==> src/rtl/core/line_sensor_calibrate_and_locate_assert.svh <==
// Assertion macros used by the line sensor back end.
// Each macro checks an implication on the rising edge of clk while rst_n is high.
`ifndef LINE_SENSOR_CALIBRATE_AND_LOCATE_ASSERT_SVH
`define LINE_SENSOR_CALIBRATE_AND_LOCATE_ASSERT_SVH

// Same-cycle implication.
`define LSCA_ASSERT_NOW(label, ante, cons) \
    label: assert property (@(posedge clk) disable iff (!rst_n) (ante) |-> (cons)) \
        else $error("line sensor assertion failed");

// Next-cycle implication.
`define LSCA_ASSERT_NEXT(label, ante, cons) \
    label: assert property (@(posedge clk) disable iff (!rst_n) (ante) |=> (cons)) \
        else $error("line sensor assertion failed");

`endif

==> src/rtl/core/lsca_pkg.sv <==
// ----------------------------------------------------------------------------
// lsca_pkg
// Types and constants shared by the line sensor calibrate and locate block.
// ----------------------------------------------------------------------------
package lsca_pkg;

    localparam int SW              = 10;
    localparam int CH              = 8;
    localparam int CNT_W           = 4;
    localparam int POS_W           = 13;
    localparam int WEIGHT_W        = 15;
    localparam int IDXSUM_W        = 5;
    localparam int TOTAL_W         = 10;
    localparam int QUAL_W          = 7;

    localparam int POSITION_STEP   = 1000;
    localparam int CENTER_OFFSET   = 3500;
    localparam int POS_LIMIT       = 3500;
    localparam int START_THRESHOLD = 500;
    localparam int RANGE_MIN       = 150;
    localparam int LOW_BOUND       = 20;
    localparam int HIGH_BOUND      = 1000;
    localparam int Q_RANGE_MID     = 250;
    localparam int Q_RANGE_HIGH    = 400;
    localparam int Q_SCORE_LOW     = 50;
    localparam int Q_SCORE_MID     = 75;
    localparam int Q_SCORE_HIGH    = 100;

    localparam logic [1:0] ACT_CLEAR   = 2'd0;
    localparam logic [1:0] ACT_CAL     = 2'd1;
    localparam logic [1:0] ACT_THRESH  = 2'd2;
    localparam logic [1:0] ACT_MEASURE = 2'd3;

    localparam logic REG_MODE  = 1'b0;
    localparam logic REG_RATIO = 1'b1;
    localparam logic MODE_SIX  = 1'b1;

    typedef struct packed {
        logic [1:0]    action;
        logic [SW-1:0] sample_0;
        logic [SW-1:0] sample_1;
        logic [SW-1:0] sample_2;
        logic [SW-1:0] sample_3;
        logic [SW-1:0] sample_4;
        logic [SW-1:0] sample_5;
        logic [SW-1:0] sample_6;
        logic [SW-1:0] sample_7;
    } in_word_t;

    typedef struct packed {
        logic signed [POS_W-1:0] line_position;
        logic                    line_lost;
        logic [CNT_W-1:0]        black_count;
        logic                    calibration_ok;
        logic [QUAL_W-1:0]       quality;
    } out_word_t;

    typedef struct packed {
        logic [1:0]              action;
        logic [CH-1:0][SW-1:0]   s;
    } item_t;

    typedef struct packed {
        logic                start;
        logic [WEIGHT_W-1:0] dividend;
        logic [CNT_W-1:0]    divisor;
    } div_req_t;

    typedef struct packed {
        logic                done;
        logic [WEIGHT_W-1:0] quotient;
    } div_rsp_t;

endpackage

==> src/rtl/core/lsca_front.sv <==
// ----------------------------------------------------------------------------
// lsca_front
// Accepts frames, fills in the averaged channels in six-channel mode and
// queues the decoded words for the back end in a two-entry queue.
// ----------------------------------------------------------------------------
module lsca_front (
    input  logic              clk,
    input  logic              rst_n,
    input  logic              channel_mode,
    input  logic              push,
    output logic              full,
    input  lsca_pkg::in_word_t in_word,
    output logic              item_valid,
    input  logic              item_pop,
    output lsca_pkg::item_t   item
);
    import lsca_pkg::*;

    item_t      mem_reg [2];
    logic       wr_ptr_reg, wr_ptr_next;
    logic       rd_ptr_reg, rd_ptr_next;
    logic [1:0] fill_reg, fill_next;
    item_t      dec;
    logic [SW:0] sum_lo, sum_hi;
    logic       do_wr, do_rd;

    always_comb
    begin
        dec.action = in_word.action;
        dec.s[0] = in_word.sample_0;
        dec.s[1] = in_word.sample_1;
        dec.s[2] = in_word.sample_2;
        dec.s[3] = in_word.sample_3;
        dec.s[4] = in_word.sample_4;
        dec.s[5] = in_word.sample_5;
        dec.s[6] = in_word.sample_6;
        dec.s[7] = in_word.sample_7;
        sum_lo = {1'b0, in_word.sample_0} + {1'b0, in_word.sample_2};
        sum_hi = {1'b0, in_word.sample_5} + {1'b0, in_word.sample_7};
        if (channel_mode == MODE_SIX)
        begin
            dec.s[1] = sum_lo[SW:1];
            dec.s[6] = sum_hi[SW:1];
        end
    end

    assign full       = (fill_reg == 2'd2);
    assign item_valid = (fill_reg != 2'd0);
    assign item       = mem_reg[rd_ptr_reg];
    assign do_wr      = push && !full;
    assign do_rd      = item_pop && item_valid;

    always_comb
    begin
        wr_ptr_next = do_wr ? !wr_ptr_reg : wr_ptr_reg;
        rd_ptr_next = do_rd ? !rd_ptr_reg : rd_ptr_reg;
        fill_next   = fill_reg + 2'(do_wr) - 2'(do_rd);
    end

    always_ff @(posedge clk or negedge rst_n)
    begin
        if (!rst_n)
        begin
            wr_ptr_reg <= 1'b0;
            rd_ptr_reg <= 1'b0;
            fill_reg   <= 2'd0;
        end
        else
        begin
            wr_ptr_reg <= wr_ptr_next;
            rd_ptr_reg <= rd_ptr_next;
            fill_reg   <= fill_next;
        end
    end

    always_ff @(posedge clk)
    begin
        if (do_wr)
        begin
            mem_reg[wr_ptr_reg] <= dec;
        end
    end

endmodule

==> src/rtl/core/lsca_div.sv <==
// ----------------------------------------------------------------------------
// lsca_div
// Restoring divider, one quotient bit per cycle, shared by the quality
// average and the position average.
// ----------------------------------------------------------------------------
module lsca_div (
    input  logic               clk,
    input  logic               rst_n,
    input  lsca_pkg::div_req_t req,
    output lsca_pkg::div_rsp_t rsp
);
    import lsca_pkg::*;

    localparam logic [CNT_W-1:0] STEPS = CNT_W'(WEIGHT_W);

    logic [WEIGHT_W-1:0] quo_reg;
    logic [CNT_W-1:0]    rem_reg, rem_next;
    logic [CNT_W-1:0]    dvs_reg;
    logic [CNT_W-1:0]    cnt_reg;
    logic                busy_reg;
    logic                done_reg;
    logic [CNT_W:0]      rem_sh;
    logic                qbit;

    always_comb
    begin
        rem_sh   = {rem_reg, quo_reg[WEIGHT_W-1]};
        qbit     = (rem_sh >= {1'b0, dvs_reg});
        rem_next = qbit ? CNT_W'(rem_sh - {1'b0, dvs_reg}) : rem_sh[CNT_W-1:0];
    end

    always_ff @(posedge clk or negedge rst_n)
    begin
        if (!rst_n)
        begin
            busy_reg <= 1'b0;
            done_reg <= 1'b0;
            cnt_reg  <= '0;
        end
        else if (req.start)
        begin
            busy_reg <= 1'b1;
            done_reg <= 1'b0;
            cnt_reg  <= STEPS;
        end
        else if (busy_reg)
        begin
            cnt_reg <= cnt_reg - 1'b1;
            if (cnt_reg == CNT_W'(1))
            begin
                busy_reg <= 1'b0;
                done_reg <= 1'b1;
            end
        end
        else
        begin
            done_reg <= 1'b0;
        end
    end

    always_ff @(posedge clk)
    begin
        if (req.start)
        begin
            quo_reg <= req.dividend;
            rem_reg <= '0;
            dvs_reg <= req.divisor;
        end
        else if (busy_reg)
        begin
            quo_reg <= {quo_reg[WEIGHT_W-2:0], qbit};
            rem_reg <= rem_next;
        end
    end

    assign rsp.done     = done_reg;
    assign rsp.quotient = quo_reg;

endmodule

==> src/rtl/core/lsca_back.sv <==
// ----------------------------------------------------------------------------
// lsca_back
// Holds the per-channel calibration state, carries out each queued word and
// computes the calibration check, quality score and line position.
// ----------------------------------------------------------------------------
module lsca_back (
    input  logic                clk,
    input  logic                rst_n,
    input  logic [1:0]          ratio_code,
    input  logic                item_valid,
    output logic                item_pop,
    input  lsca_pkg::item_t     item,
    output lsca_pkg::div_req_t  div_req,
    input  lsca_pkg::div_rsp_t  div_rsp,
    output logic                res_push,
    input  logic                res_full,
    output lsca_pkg::out_word_t res_word
);
    import lsca_pkg::*;

    localparam logic [2:0] S_IDLE = 3'd0;
    localparam logic [2:0] S_EXEC = 3'd1;
    localparam logic [2:0] S_EVAL = 3'd2;
    localparam logic [2:0] S_QDIV = 3'd3;
    localparam logic [2:0] S_PDIV = 3'd4;
    localparam logic [2:0] S_OUT  = 3'd5;

    localparam logic [SW-1:0] SMASK = {SW{1'b1}};

    logic [2:0]              state_reg, state_next;
    item_t                   item_reg;
    logic [SW-1:0]           min_reg [CH];
    logic [SW-1:0]           max_reg [CH];
    logic [SW-1:0]           th_reg  [CH];
    logic signed [POS_W-1:0] held_reg;
    logic [CNT_W-1:0]        count_reg;
    logic [WEIGHT_W-1:0]     weight_reg;
    logic                    ok_reg;
    logic [CNT_W-1:0]        valid_reg;
    logic [QUAL_W-1:0]       qual_reg;
    logic                    lost_reg;

    // Action results
    logic [SW-1:0]           th_new [CH];
    logic [2:0]              shift_k;
    logic [CNT_W-1:0]        lit_count;
    logic [IDXSUM_W-1:0]     idx_sum;

    // Post-action evaluation
    logic                    cal_ok;
    logic [TOTAL_W-1:0]      total;
    logic [CNT_W-1:0]        valid_cnt;

    logic [QUAL_W-1:0]       qual_div;
    logic [QUAL_W+CNT_W-1:0] qual_prod;
    logic [QUAL_W-1:0]       qual_final;
    logic signed [WEIGHT_W+1:0] pos_raw;
    logic signed [POS_W-1:0] pos_clamped;
    logic                    need_pos;

    always_comb
    begin
        logic [WEIGHT_W-1:0] mx;
        logic [WEIGHT_W-1:0] acc;
        shift_k   = 3'd4 - {1'b0, ratio_code};
        lit_count = '0;
        idx_sum   = '0;
        for (int i = 0; i < CH; i++)
        begin
            mx  = WEIGHT_W'(max_reg[i]);
            acc = (mx << shift_k) - mx + WEIGHT_W'(min_reg[i]);
            th_new[i] = SW'(acc >> shift_k);
            if (item_reg.s[i] > th_reg[i])
            begin
                lit_count = lit_count + 1'b1;
                idx_sum   = idx_sum + IDXSUM_W'(i);
            end
        end
    end

    always_comb
    begin
        logic signed [SW:0] range;
        cal_ok    = 1'b1;
        total     = '0;
        valid_cnt = '0;
        for (int i = 0; i < CH; i++)
        begin
            range = $signed({1'b0, max_reg[i]}) - $signed({1'b0, min_reg[i]});
            if (range < RANGE_MIN)
            begin
                cal_ok = 1'b0;
            end
            if (min_reg[i] < LOW_BOUND || max_reg[i] > HIGH_BOUND)
            begin
                cal_ok = 1'b0;
            end
            if (th_reg[i] <= min_reg[i] || th_reg[i] >= max_reg[i])
            begin
                cal_ok = 1'b0;
            end
            if (range >= RANGE_MIN)
            begin
                valid_cnt = valid_cnt + 1'b1;
                if (range < Q_RANGE_MID)
                begin
                    total = total + TOTAL_W'(Q_SCORE_LOW);
                end
                else if (range < Q_RANGE_HIGH)
                begin
                    total = total + TOTAL_W'(Q_SCORE_MID);
                end
                else
                begin
                    total = total + TOTAL_W'(Q_SCORE_HIGH);
                end
            end
        end
    end

    // A partial set of scoring channels is scaled by valid/8; eight is exact.
    always_comb
    begin
        qual_div  = div_rsp.quotient[QUAL_W-1:0];
        qual_prod = QUAL_W'(qual_div) * valid_cnt;
        if (valid_cnt == '0)
        begin
            qual_final = '0;
        end
        else if (valid_cnt == CNT_W'(CH))
        begin
            qual_final = qual_div;
        end
        else
        begin
            qual_final = QUAL_W'(qual_prod >> 3);
        end
        need_pos = (item_reg.action == ACT_MEASURE) && ok_reg && (count_reg != '0);
        pos_raw  = $signed({2'b00, div_rsp.quotient}) - (WEIGHT_W+2)'(CENTER_OFFSET);
        if (pos_raw < -POS_LIMIT)
        begin
            pos_clamped = POS_W'(-POS_LIMIT);
        end
        else if (pos_raw > POS_LIMIT)
        begin
            pos_clamped = POS_W'(POS_LIMIT);
        end
        else
        begin
            pos_clamped = pos_raw[POS_W-1:0];
        end
    end

    always_comb
    begin
        state_next       = state_reg;
        item_pop         = 1'b0;
        res_push         = 1'b0;
        div_req.start    = 1'b0;
        div_req.dividend = WEIGHT_W'(total);
        div_req.divisor  = (valid_cnt == '0) ? CNT_W'(1) : valid_cnt;
        unique case (state_reg)
            S_IDLE:
            begin
                if (item_valid)
                begin
                    item_pop   = 1'b1;
                    state_next = S_EXEC;
                end
            end
            S_EXEC:
            begin
                state_next = S_EVAL;
            end
            S_EVAL:
            begin
                div_req.start = 1'b1;
                state_next    = S_QDIV;
            end
            S_QDIV:
            begin
                if (div_rsp.done)
                begin
                    if (need_pos)
                    begin
                        div_req.start    = 1'b1;
                        div_req.dividend = weight_reg;
                        div_req.divisor  = count_reg;
                        state_next       = S_PDIV;
                    end
                    else
                    begin
                        state_next = S_OUT;
                    end
                end
            end
            S_PDIV:
            begin
                if (div_rsp.done)
                begin
                    state_next = S_OUT;
                end
            end
            S_OUT:
            begin
                if (!res_full)
                begin
                    res_push   = 1'b1;
                    state_next = S_IDLE;
                end
            end
            default:
            begin
                state_next = S_IDLE;
            end
        endcase
    end

    always_ff @(posedge clk or negedge rst_n)
    begin
        if (!rst_n)
        begin
            state_reg <= S_IDLE;
            held_reg  <= '0;
            for (int i = 0; i < CH; i++)
            begin
                min_reg[i] <= SMASK;
                max_reg[i] <= '0;
                th_reg[i]  <= SW'(START_THRESHOLD);
            end
        end
        else
        begin
            state_reg <= state_next;
            if (state_reg == S_EXEC)
            begin
                unique case (item_reg.action)
                    ACT_CLEAR:
                    begin
                        for (int i = 0; i < CH; i++)
                        begin
                            min_reg[i] <= SMASK;
                            max_reg[i] <= '0;
                        end
                    end
                    ACT_CAL:
                    begin
                        for (int i = 0; i < CH; i++)
                        begin
                            if (item_reg.s[i] < min_reg[i])
                            begin
                                min_reg[i] <= item_reg.s[i];
                            end
                            if (item_reg.s[i] > max_reg[i])
                            begin
                                max_reg[i] <= item_reg.s[i];
                            end
                        end
                    end
                    ACT_THRESH:
                    begin
                        for (int i = 0; i < CH; i++)
                        begin
                            th_reg[i] <= th_new[i];
                        end
                    end
                    ACT_MEASURE:
                    begin
                    end
                    default:
                    begin
                    end
                endcase
            end
            // Measure with a failed calibration check drops the held position.
            if (state_reg == S_QDIV && div_rsp.done
                && item_reg.action == ACT_MEASURE && !ok_reg)
            begin
                held_reg <= '0;
            end
            if (state_reg == S_PDIV && div_rsp.done)
            begin
                held_reg <= pos_clamped;
            end
        end
    end

    always_ff @(posedge clk)
    begin
        if (item_pop)
        begin
            item_reg <= item;
        end
        if (state_reg == S_EXEC)
        begin
            count_reg  <= (item_reg.action == ACT_MEASURE) ? lit_count : '0;
            weight_reg <= WEIGHT_W'(idx_sum * POSITION_STEP);
        end
        if (state_reg == S_EVAL)
        begin
            ok_reg    <= cal_ok;
            valid_reg <= valid_cnt;
        end
        if (state_reg == S_QDIV && div_rsp.done)
        begin
            qual_reg <= qual_final;
            lost_reg <= (item_reg.action == ACT_MEASURE) && ok_reg && (count_reg == '0);
        end
    end

    assign res_word.line_position  = held_reg;
    assign res_word.line_lost      = lost_reg;
    assign res_word.black_count    = count_reg;
    assign res_word.calibration_ok = ok_reg;
    assign res_word.quality        = qual_reg;

`include "line_sensor_calibrate_and_locate_assert.svh"

    `LSCA_ASSERT_NOW(a_lost_consistent, res_push && res_word.line_lost, res_word.black_count == '0 && res_word.calibration_ok)
    `LSCA_ASSERT_NOW(a_pos_bounds, res_push, res_word.line_position <= POS_LIMIT && res_word.line_position >= -POS_LIMIT)
    `LSCA_ASSERT_NOW(a_pdiv_has_count, state_reg == S_PDIV, count_reg != '0 && ok_reg)
    `LSCA_ASSERT_NOW(a_scorers_bounded, state_reg == S_OUT, valid_reg <= CNT_W'(CH) && qual_reg <= QUAL_W'(Q_SCORE_HIGH))

endmodule

==> src/rtl/core/line_sensor_calibrate_and_locate.sv <==
// ----------------------------------------------------------------------------
// line_sensor_calibrate_and_locate
// Line sensor calibration and weighted line position, with an APB register
// port and queue-style frame and result channels.
// ----------------------------------------------------------------------------
// A frame is taken into a two-entry input queue; the back end then works on
// one frame at a time. Each frame passes through the back end in order: apply
// action, evaluate, then a bit-serial divide for the quality average; a
// measure that finds the line adds a position divide on the same shared
// divider. Results wait in a two-entry output queue, so a stalled consumer
// does not stop frames being accepted until both queues fill. Registers:
// channel_mode at address 0, ratio_code at 4.
module line_sensor_calibrate_and_locate (
    input  logic                clk,
    input  logic                rst_n,
    input  logic                psel,
    input  logic                penable,
    input  logic                pwrite,
    input  logic [2:0]          paddr,
    input  logic [31:0]         pwdata,
    output logic [31:0]         prdata,
    output logic                pready,
    input  logic                push,
    output logic                full,
    input  lsca_pkg::in_word_t  in_word,
    output logic                empty,
    input  logic                pop,
    output lsca_pkg::out_word_t out_word
);
    import lsca_pkg::*;

    logic       mode_reg;
    logic [1:0] ratio_reg;
    logic       cfg_wr;

    logic       item_valid, item_pop;
    item_t      item;
    div_req_t   div_req;
    div_rsp_t   div_rsp;
    logic       res_push, res_full;
    out_word_t  res_word;

    out_word_t  oq_reg [2];
    logic       oq_wr_reg, oq_rd_reg;
    logic [1:0] oq_fill_reg;
    logic       oq_do_rd;

    assign pready = 1'b1;
    assign cfg_wr = psel && penable && pwrite;

    always_ff @(posedge clk or negedge rst_n)
    begin
        if (!rst_n)
        begin
            mode_reg  <= MODE_SIX;
            ratio_reg <= 2'd0;
        end
        else if (cfg_wr)
        begin
            unique case (paddr[2])
                REG_MODE:  mode_reg  <= pwdata[0];
                REG_RATIO: ratio_reg <= pwdata[1:0];
                default:   mode_reg  <= mode_reg;
            endcase
        end
    end

    always_comb
    begin
        unique case (paddr[2])
            REG_MODE:  prdata = {31'd0, mode_reg};
            REG_RATIO: prdata = {30'd0, ratio_reg};
            default:   prdata = '0;
        endcase
    end

    lsca_front u_front (
        .clk          (clk),
        .rst_n        (rst_n),
        .channel_mode (mode_reg),
        .push         (push),
        .full         (full),
        .in_word      (in_word),
        .item_valid   (item_valid),
        .item_pop     (item_pop),
        .item         (item)
    );

    lsca_div u_div (
        .clk   (clk),
        .rst_n (rst_n),
        .req   (div_req),
        .rsp   (div_rsp)
    );

    lsca_back u_back (
        .clk        (clk),
        .rst_n      (rst_n),
        .ratio_code (ratio_reg),
        .item_valid (item_valid),
        .item_pop   (item_pop),
        .item       (item),
        .div_req    (div_req),
        .div_rsp    (div_rsp),
        .res_push   (res_push),
        .res_full   (res_full),
        .res_word   (res_word)
    );

    // Result queue
    assign res_full = (oq_fill_reg == 2'd2);
    assign empty    = (oq_fill_reg == 2'd0);
    assign oq_do_rd = pop && !empty;
    assign out_word = oq_reg[oq_rd_reg];

    always_ff @(posedge clk or negedge rst_n)
    begin
        if (!rst_n)
        begin
            oq_wr_reg   <= 1'b0;
            oq_rd_reg   <= 1'b0;
            oq_fill_reg <= 2'd0;
        end
        else
        begin
            if (res_push)
            begin
                oq_wr_reg <= !oq_wr_reg;
            end
            if (oq_do_rd)
            begin
                oq_rd_reg <= !oq_rd_reg;
            end
            oq_fill_reg <= oq_fill_reg + 2'(res_push) - 2'(oq_do_rd);
        end
    end

    always_ff @(posedge clk)
    begin
        if (res_push)
        begin
            oq_reg[oq_wr_reg] <= res_word;
        end
    end

endmodule
==> config.mk <==
export PLATFORM = sky130hd
export DESIGN_NAME = line_sensor_calibrate_and_locate
export DESIGN_NICKNAME = d
export VERILOG_FILES = /design/src/rtl/core/lsca_pkg.sv /design/src/rtl/core/lsca_front.sv /design/src/rtl/core/lsca_div.sv /design/src/rtl/core/lsca_back.sv /design/src/rtl/core/line_sensor_calibrate_and_locate.sv
export VERILOG_INCLUDE_DIRS = /design/src /design/src/rtl/core
export SDC_FILE = /design/constraint.sdc
export NUM_CORES = 2
export LEC_CHECK = 0
export BUFFER_PORTS_ARGS = -buffer_cell sky130_fd_sc_hd__buf_2
export CORE_AREA = 8 8 386 388
export DETAILED_ROUTE_END_ITERATION = 7
export DIE_AREA = 0 0 394 396
export GPL_TIMING_DRIVEN = 0
export REMOVE_ABC_BUFFERS = 1
export SYNTH_ARGS = -nofsm -noshare
export SYNTH_HDL_FRONTEND = slang
export SYNTH_SLANG_ARGS = --single-unit
==> constraint.sdc <==
create_clock -name clk -period 10.1 [get_ports clk]
set_input_delay 3.03 -clock clk [delete_from_list [all_inputs] [get_ports clk]]
set_output_delay 3.03 -clock clk [all_outputs]
set_load 0.01 [all_outputs]
; ---- Yosys cells after proc, flatten, opt, wreduce, memory -nomap -nowiden
; Memories as Yosys holds them, arrays and structs flattened. A register that Yosys moved wholly into a read port is not among the register bits.
; Index checks and enable logic that the tools add are counted.
[totals]
ramBits = 216
n_memories = 2
regBits = 321
output_inout_bits = 61
elab_cells = 435
[mem_list]
columns = name, words, width, rd, rd_ports_with_merged_regs, wr, line_no
row1 = u_front.mem_reg, 2, 82, 1, 1, 1, lsca_front.sv:19  ; item_t mem_reg [2];
row2 = oq_reg, 2, 26, 1, 0, 1, line_sensor_calibrate_and_locate.sv:43  ; out_word_t oq_reg [2];
[op_classes]
bitwise_logic = 1
add_sub_neg = 75
reduce_logical = 66
multipliers = 2
n_mux = 104
n_shift = 16
n_lt_le_gt_ge = 91
eq_ne = 33
[ops]
columns = operator, count
row1 = $mux W10, 41
row2 = $pmux W80 S2, 2
row3 = $lt A11 B9 Y1 const B, 16
row4 = $gt A10 B10 Y1, 16
row5 = $add A10 B7 Y10 const B, 14
row6 = $add A15 B10 Y15, 8
row7 = $shl A10 B3 Y15, 8
row8 = $shr A15 B3 Y10, 8
row9 = $sub A15 B10 Y15, 8
row10 = $ge A11 B9 Y1 const B, 8
row11 = $lt A11 B10 Y1 const B, 8
row12 = $sub A10 B10 Y11, 8
row13 = $ge A10 B10 Y1, 8
row14 = $gt A10 B10 Y1 const B, 8
row15 = $le A10 B10 Y1, 8
row16 = $lt A10 B10 Y1, 8
row17 = $lt A10 B5 Y1 const B, 8
row18 = $mux W4, 18
row19 = $add A10 B6 Y10 const B, 7
row20 = $pmux W32 S2, 1
row21 = $mux W13, 4
row22 = $add A4 B1 Y4 const B, 12
row23 = $reduce_and A3 Y1, 16
row24 = $mux W20, 2
row25 = other kinds (47), 143

; ---- Longest topological paths before layout
[logic_depth]
ltp_word = 37
mapped_depth = 50
mapped_depth_nobuf = 49

; ---- Cells and area by module
; Synthesis repeated with hierarchy kept, for this count alone.
[unflattened]
cells_unflattened = 6104
hier_area_um2 = 56982.2
[by_module_without_submodules]
columns = mod, cells_per_inst, instances, seq_area_each_um2, area_per_inst_um2
row1 = lsca_back, 5433, 1, 9779.4, 45808.9
row2 = lsca_front, 422, 1, 5024.8, 7205.7
row3 = line_sensor_calibrate_and_locate, 141, 1, 1737.9, 2557.5
row4 = lsca_div, 108, 1, 800.8, 1410.1

; ---- Worst setup path after synthesis
; No wires, ideal clock.
[synth_path]
path_type = reg-to-reg
startpoint = register u_back.state_reg[0]
endpoint = register u_front.fill_reg[1]
path_stages_with_launch = 8
n_path_buf = 1
path_slack_ns = -0.168
setup_ns = 0.080
t_required_ns = 10.020
synth_period_minus_slack_ns = 10.268
arrival_ns = 10.188
path_cell_list = dfrtp_1 clkbuf_1 nor4_1 ha_1 inv_1 ha_1 xnor2_1 xnor2_1
[synth_between]
elab_chain_cells = 4
[synth_lines]
columns = item, line_no
row1 = "start, declared", lsca_back.sv:30  ; logic [2:0] state_reg, state_next;
row2 = "start signal, assigned", lsca_back.sv:234  ; state_reg <= state_next;
row3 = $logic_not A3 Y1, lsca_back.sv:162  ; unique case (state_reg)
row4 = $mux W1, lsca_back.sv:162
row5 = via item_pop, line_sensor_calibrate_and_locate.sv:36  ; logic item_valid, item_pop;
row6 = $logic_and A1 B1 Y1, lsca_front.sv:51  ; assign do_rd = item_pop && item_valid;
row7 = $sub A2 B1 Y2, lsca_front.sv:57  ; fill_next = fill_reg + 2'(do_wr) - 2'(do_rd);
row8 = via u_front.fill_next[1], lsca_front.sv:22  ; logic [1:0] fill_reg, fill_next;
row9 = "end signal, assigned", lsca_front.sv:72  ; fill_reg <= fill_next;
row10 = "end, declared", lsca_front.sv:22
; The timed path passes the listed nets, and every way through them passes these cells.
; A chain may end at the register's enable or synchronous reset.

; ---- Worst setup path in the final report
[layout_path]
startpoint = register u_back.min_reg[72] in the netlist's numbering
endpoint = register u_div.quo_reg[9] (data pin)
[layout_between]
elab_chain_cells = 37
word_cells_on_any_way = 53
classes_between = add/sub: 22 / order compare: 3 / mux: 28
[layout_lines]
columns = item, line_no
row1 = "start, declared", lsca_back.sv:32  ; logic [SW-1:0] min_reg [CH];
row2 = "start signal, assigned by index", lsca_back.sv:252  ; min_reg[i] <= item_reg.s[i];
row3 = $sub A10 B10 Y11 *, lsca_back.sv:89  ; range = $signed({1'b0, max_reg[i]}) - $signed({1'b0, min_reg[i]});
row4 = $lt A11 B10 Y1, lsca_back.sv:109  ; else if (range < Q_RANGE_HIGH)
row5 = $mux W6, lsca_back.sv:109
row6 = $mux W10, lsca_back.sv:105  ; if (range < Q_RANGE_MID)
row7 = $mux W10 *, lsca_back.sv:102  ; if (range >= RANGE_MIN)
row8 = $add A10 B7 Y10 (on tied branches), "lsca_back.sv:115, lsca_back.sv:111"
row9 = $mux W10, lsca_back.sv:109
row10 = $mux W10, lsca_back.sv:105
row11 = (+21 left out), -
row12 = $add A10 B7 Y10 (on tied branches), "lsca_back.sv:115, lsca_back.sv:111"
row13 = $mux W10, lsca_back.sv:109
row14 = $mux W10, lsca_back.sv:105
row15 = $mux W10 *, lsca_back.sv:102
row16 = $mux W20, lsca_back.sv:184  ; if (need_pos)
row17 = $mux W20, lsca_back.sv:182  ; if (div_rsp.done)
row18 = $mux W19 *, lsca_back.sv:162
row19 = $mux W15 *, lsca_div.sv:63  ; if (req.start)
row20 = "end signal, assigned", lsca_div.sv:65  ; quo_reg <= req.dividend;
row21 = "end signal, assigned", lsca_div.sv:71  ; quo_reg <= {quo_reg[WEIGHT_W-2:0], qbit};
row22 = "end, declared", lsca_div.sv:16  ; logic [WEIGHT_W-1:0] quo_reg;
; Mark *: on every way between the ends. The rest lies on a longest branch, timed or not.

==> results.tsv <==
metric	value	unit
outcome	finished clean	
XOR/XNOR Fraction of Synth Area	3.952	%
Starting Density	39.64	%
number of H-tree levels	3	
vias	45070	
max reg flops	164	
EDFF count, synth	342	
worst r2r src	u_back.min_reg[72]	
max-cap check violation count	0	
Mapped Cells	6053	
CP max-delay cell	dfstp_2	
fin nets	7092	
die height	396	um
crit share post-route	96.58	%
DP HPWL	123900	um
required time of the worst setup path	10.50	ns
Clock Latency Late Sink	0.70	ns
post-synthesis mux area share	9.354	%
Crit. Startpoint	u_back.min_reg[72]	
final wirelength	161300	um
Post-Place Cells	7929	
GRT Total Usage	19.97	%
I/O pin count	185	
Crit Path Max Fanout	6	
startpoint types	flip-flop	
Area growth syn-to-layout	12.19	%
Bufs and invs on worst path	8	
R2R Path End	u_div.quo_reg[9]	
Synth cell types	130	
die area	156000	sq um
CP endpoint	u_div.quo_reg[9]	
CP max stage delay	0.55	ns
Yosys reg bits	619	
R2R cell count	40	
clock tree sinks	619	
Slew Viols, Final	0	
Port-buffer cells	121	
Remaining Overflow, GRT	0	
post-DR vias/cell	5.548	
commonest non-fill, non-tap cells in the layout	inv_1, ha_1, nand2_1	
Std-Cell Rows	139	
sequential element share of the synthesized area	30.64	%
Synth Flop Type	edfxtp_1	
Slew Limit Headroom	1.901	%
adder-cell area share of the yosys netlist	19.37	%
critical path endpoint category	flip-flop	
# hold bufs at CTS	0	
Hold Path Class	reg2reg	
number of remaining DRC errors	0	
drt wl/cell	19.85	um
Tmin final	9.755	ns
Post-Syn Area	56610	sq um
cts bufs inserted	74	
kind of critical path	reg2reg	
CTS tree	yes	
Clock Tree Root	clkbuf_16	
core area	142800	sq um
worst slack, placed	-1.793	ns
largest net degree at the start of global routing	104	
global-route wire length before repair	252700	um
WP depth	40	
Fin Clk Skew	0.04259	ns
compound-cell area share of the yosys netlist	18.18	%
Reg clk slew, reported paths	0.06	ns
post-route insts no fill	8124	
fin util	44.48	%
WP data arrival	10.16	ns
Worst Setup Slack, final	0.3453	ns
DR pass1 iterations	7	
CP dominant cell by count	ha_1	
final-report hold violation count	0	
Yosys warnings	0	
largest family of logic cells by synthesized area	adder cells	
ANT nets after route	0	
Max Fclk	0.1025	GHz
Synth async-reset ratio	44.10	%
Final Wtd Congestion	0.8946	
clk buf depth	3	
Die X	394	um
Mean Syn Cell Area	9.352	sq um
initial antenna violation count	3	
Synth Area in Simple Gates	11.99	%
delay-heaviest family, CP	compound AO/OA/AOI/OAI gates	
Reg2Reg Setup Slack	0.35	ns
DR iter-0 viols	2912	
endpoints failing setup	0	
unrepaired setup endpoints after global routing	yes	
Worst-Margin Slew	1.456	ns
vias in the first global route	44680	
share of cells above drive strength 1	14.42	%
==> worst min-delay path by stage <==
stage / to / slack [ns] / start / cells after the start
after global routing: oq_reg[1][0] / 0.46 / u_back.qual_reg[0] / 0
after floorplan: oq_reg[0][0] / 0.42 / u_back.qual_reg[0] / 0
after global placement: oq_reg[0][2] / 0.42 / u_back.qual_reg[2] / 0
after detailed placement: oq_reg[1][3] / 0.44 / u_back.qual_reg[3] / 0
after CTS: oq_reg[1][0] / 0.42 / u_back.qual_reg[0] / 0
final: oq_reg[1][0] / 0.43 / u_back.qual_reg[0] / 0
==> layout make-up <==
cell class	instances	area (sq um)
Tap cell	1903	2381
Fill cell	13680	79280
Clock buffer	94	1997
Multi-Input combinational cell	4519	36420
Inverter	690	2608
Clock inverter	43	548.0
Sequential cell	619	17350
Timing Repair Buffer	255	2198
Antenna cell	1	2.502
==> stage by stage <==
stage                     TNS (ns)  hold WS [ns]  cell area [sq um]
final                            0        0.4293              63500
after global routing       -0.1898        0.4574              63500
after CTS                        0        0.4236              62860
after detailed placement    -11.40        0.4352              59870
after global placement    -4434.36        0.4238              58620
after floorplan           -1315.56        0.4215              55630
==> timing repair <==
item / in CTS / in global routing
pin swaps: 13 / 36
endpoints found under the setup margin: 12 / 9
hold endpoints to repair: 0 / 0
resized for setup: 54 / 70
buffers inserted: 22 / 34
==> metal layers <==
layer | track usage (%) | wire length, um | vias up
met5 | 0 | 0 | -
met4 | 6.160 | 4941 | 0
met3 | 2.879 | 8004 | 224
met2 | 32.86 | 74120 | 1083
met1 | 27.19 | 74200 | 21860
li1 | - | - | 21910
==> synthesized netlist by cell type (14+ instances only) <==
cell	number	area [sq um]
a2111oi_0	14	122.6
a211oi_1	57	427.9
a21o_1	137	1028
a21oi_1	457	2287
a22o_1	18	157.7
a22oi_1	26	195.2
a31oi_1	27	168.9
a41oi_1	86	753.2
and2_1	26	162.7
and3_1	16	100.1
buf_1	18	67.56
buf_4	33	247.7
clkbuf_1	196	735.7
dfrtp_1	144	3603
dfstp_2	129	3390
edfxtp_1	342	10270
fa_1	111	2222
ha_1	698	8733
inv_1	683	2564
mux2_2	163	1836
mux2i_1	231	2312
mux4_2	49	1104
nand2_1	493	1851
nand2b_1	124	775.7
nand3_1	77	385.4
nand3b_1	15	112.6
nand4_1	61	381.6
nor2_1	294	1104
nor2b_1	116	725.7
nor3_1	70	350.3
nor4_1	28	175.2
o211a_1	22	220.2
o211ai_1	35	262.8
o21a_1	91	683.2
o21ai_0	375	1877
o21bai_1	38	285.3
o221ai_1	17	148.9
o22ai_1	22	137.6
o31ai_1	20	150.1
or3_1	20	125.1
xnor2_1	129	1130
xor2_1	117	1025
==> kinds of logic after synthesis <==
group,after synthesis
AO/OA/AOI/OAI,1578
XOR/XNOR,250
adder cells (fa/ha/maj),810
buffers and inverters,945
flip-flops,619
multiplexers,446
other,2
AND/OR/NAND/NOR,1403
Power is left out: the tool's default activity adds up to more than one toggle a clock period on the data nets, which glitch-free logic cannot reach.
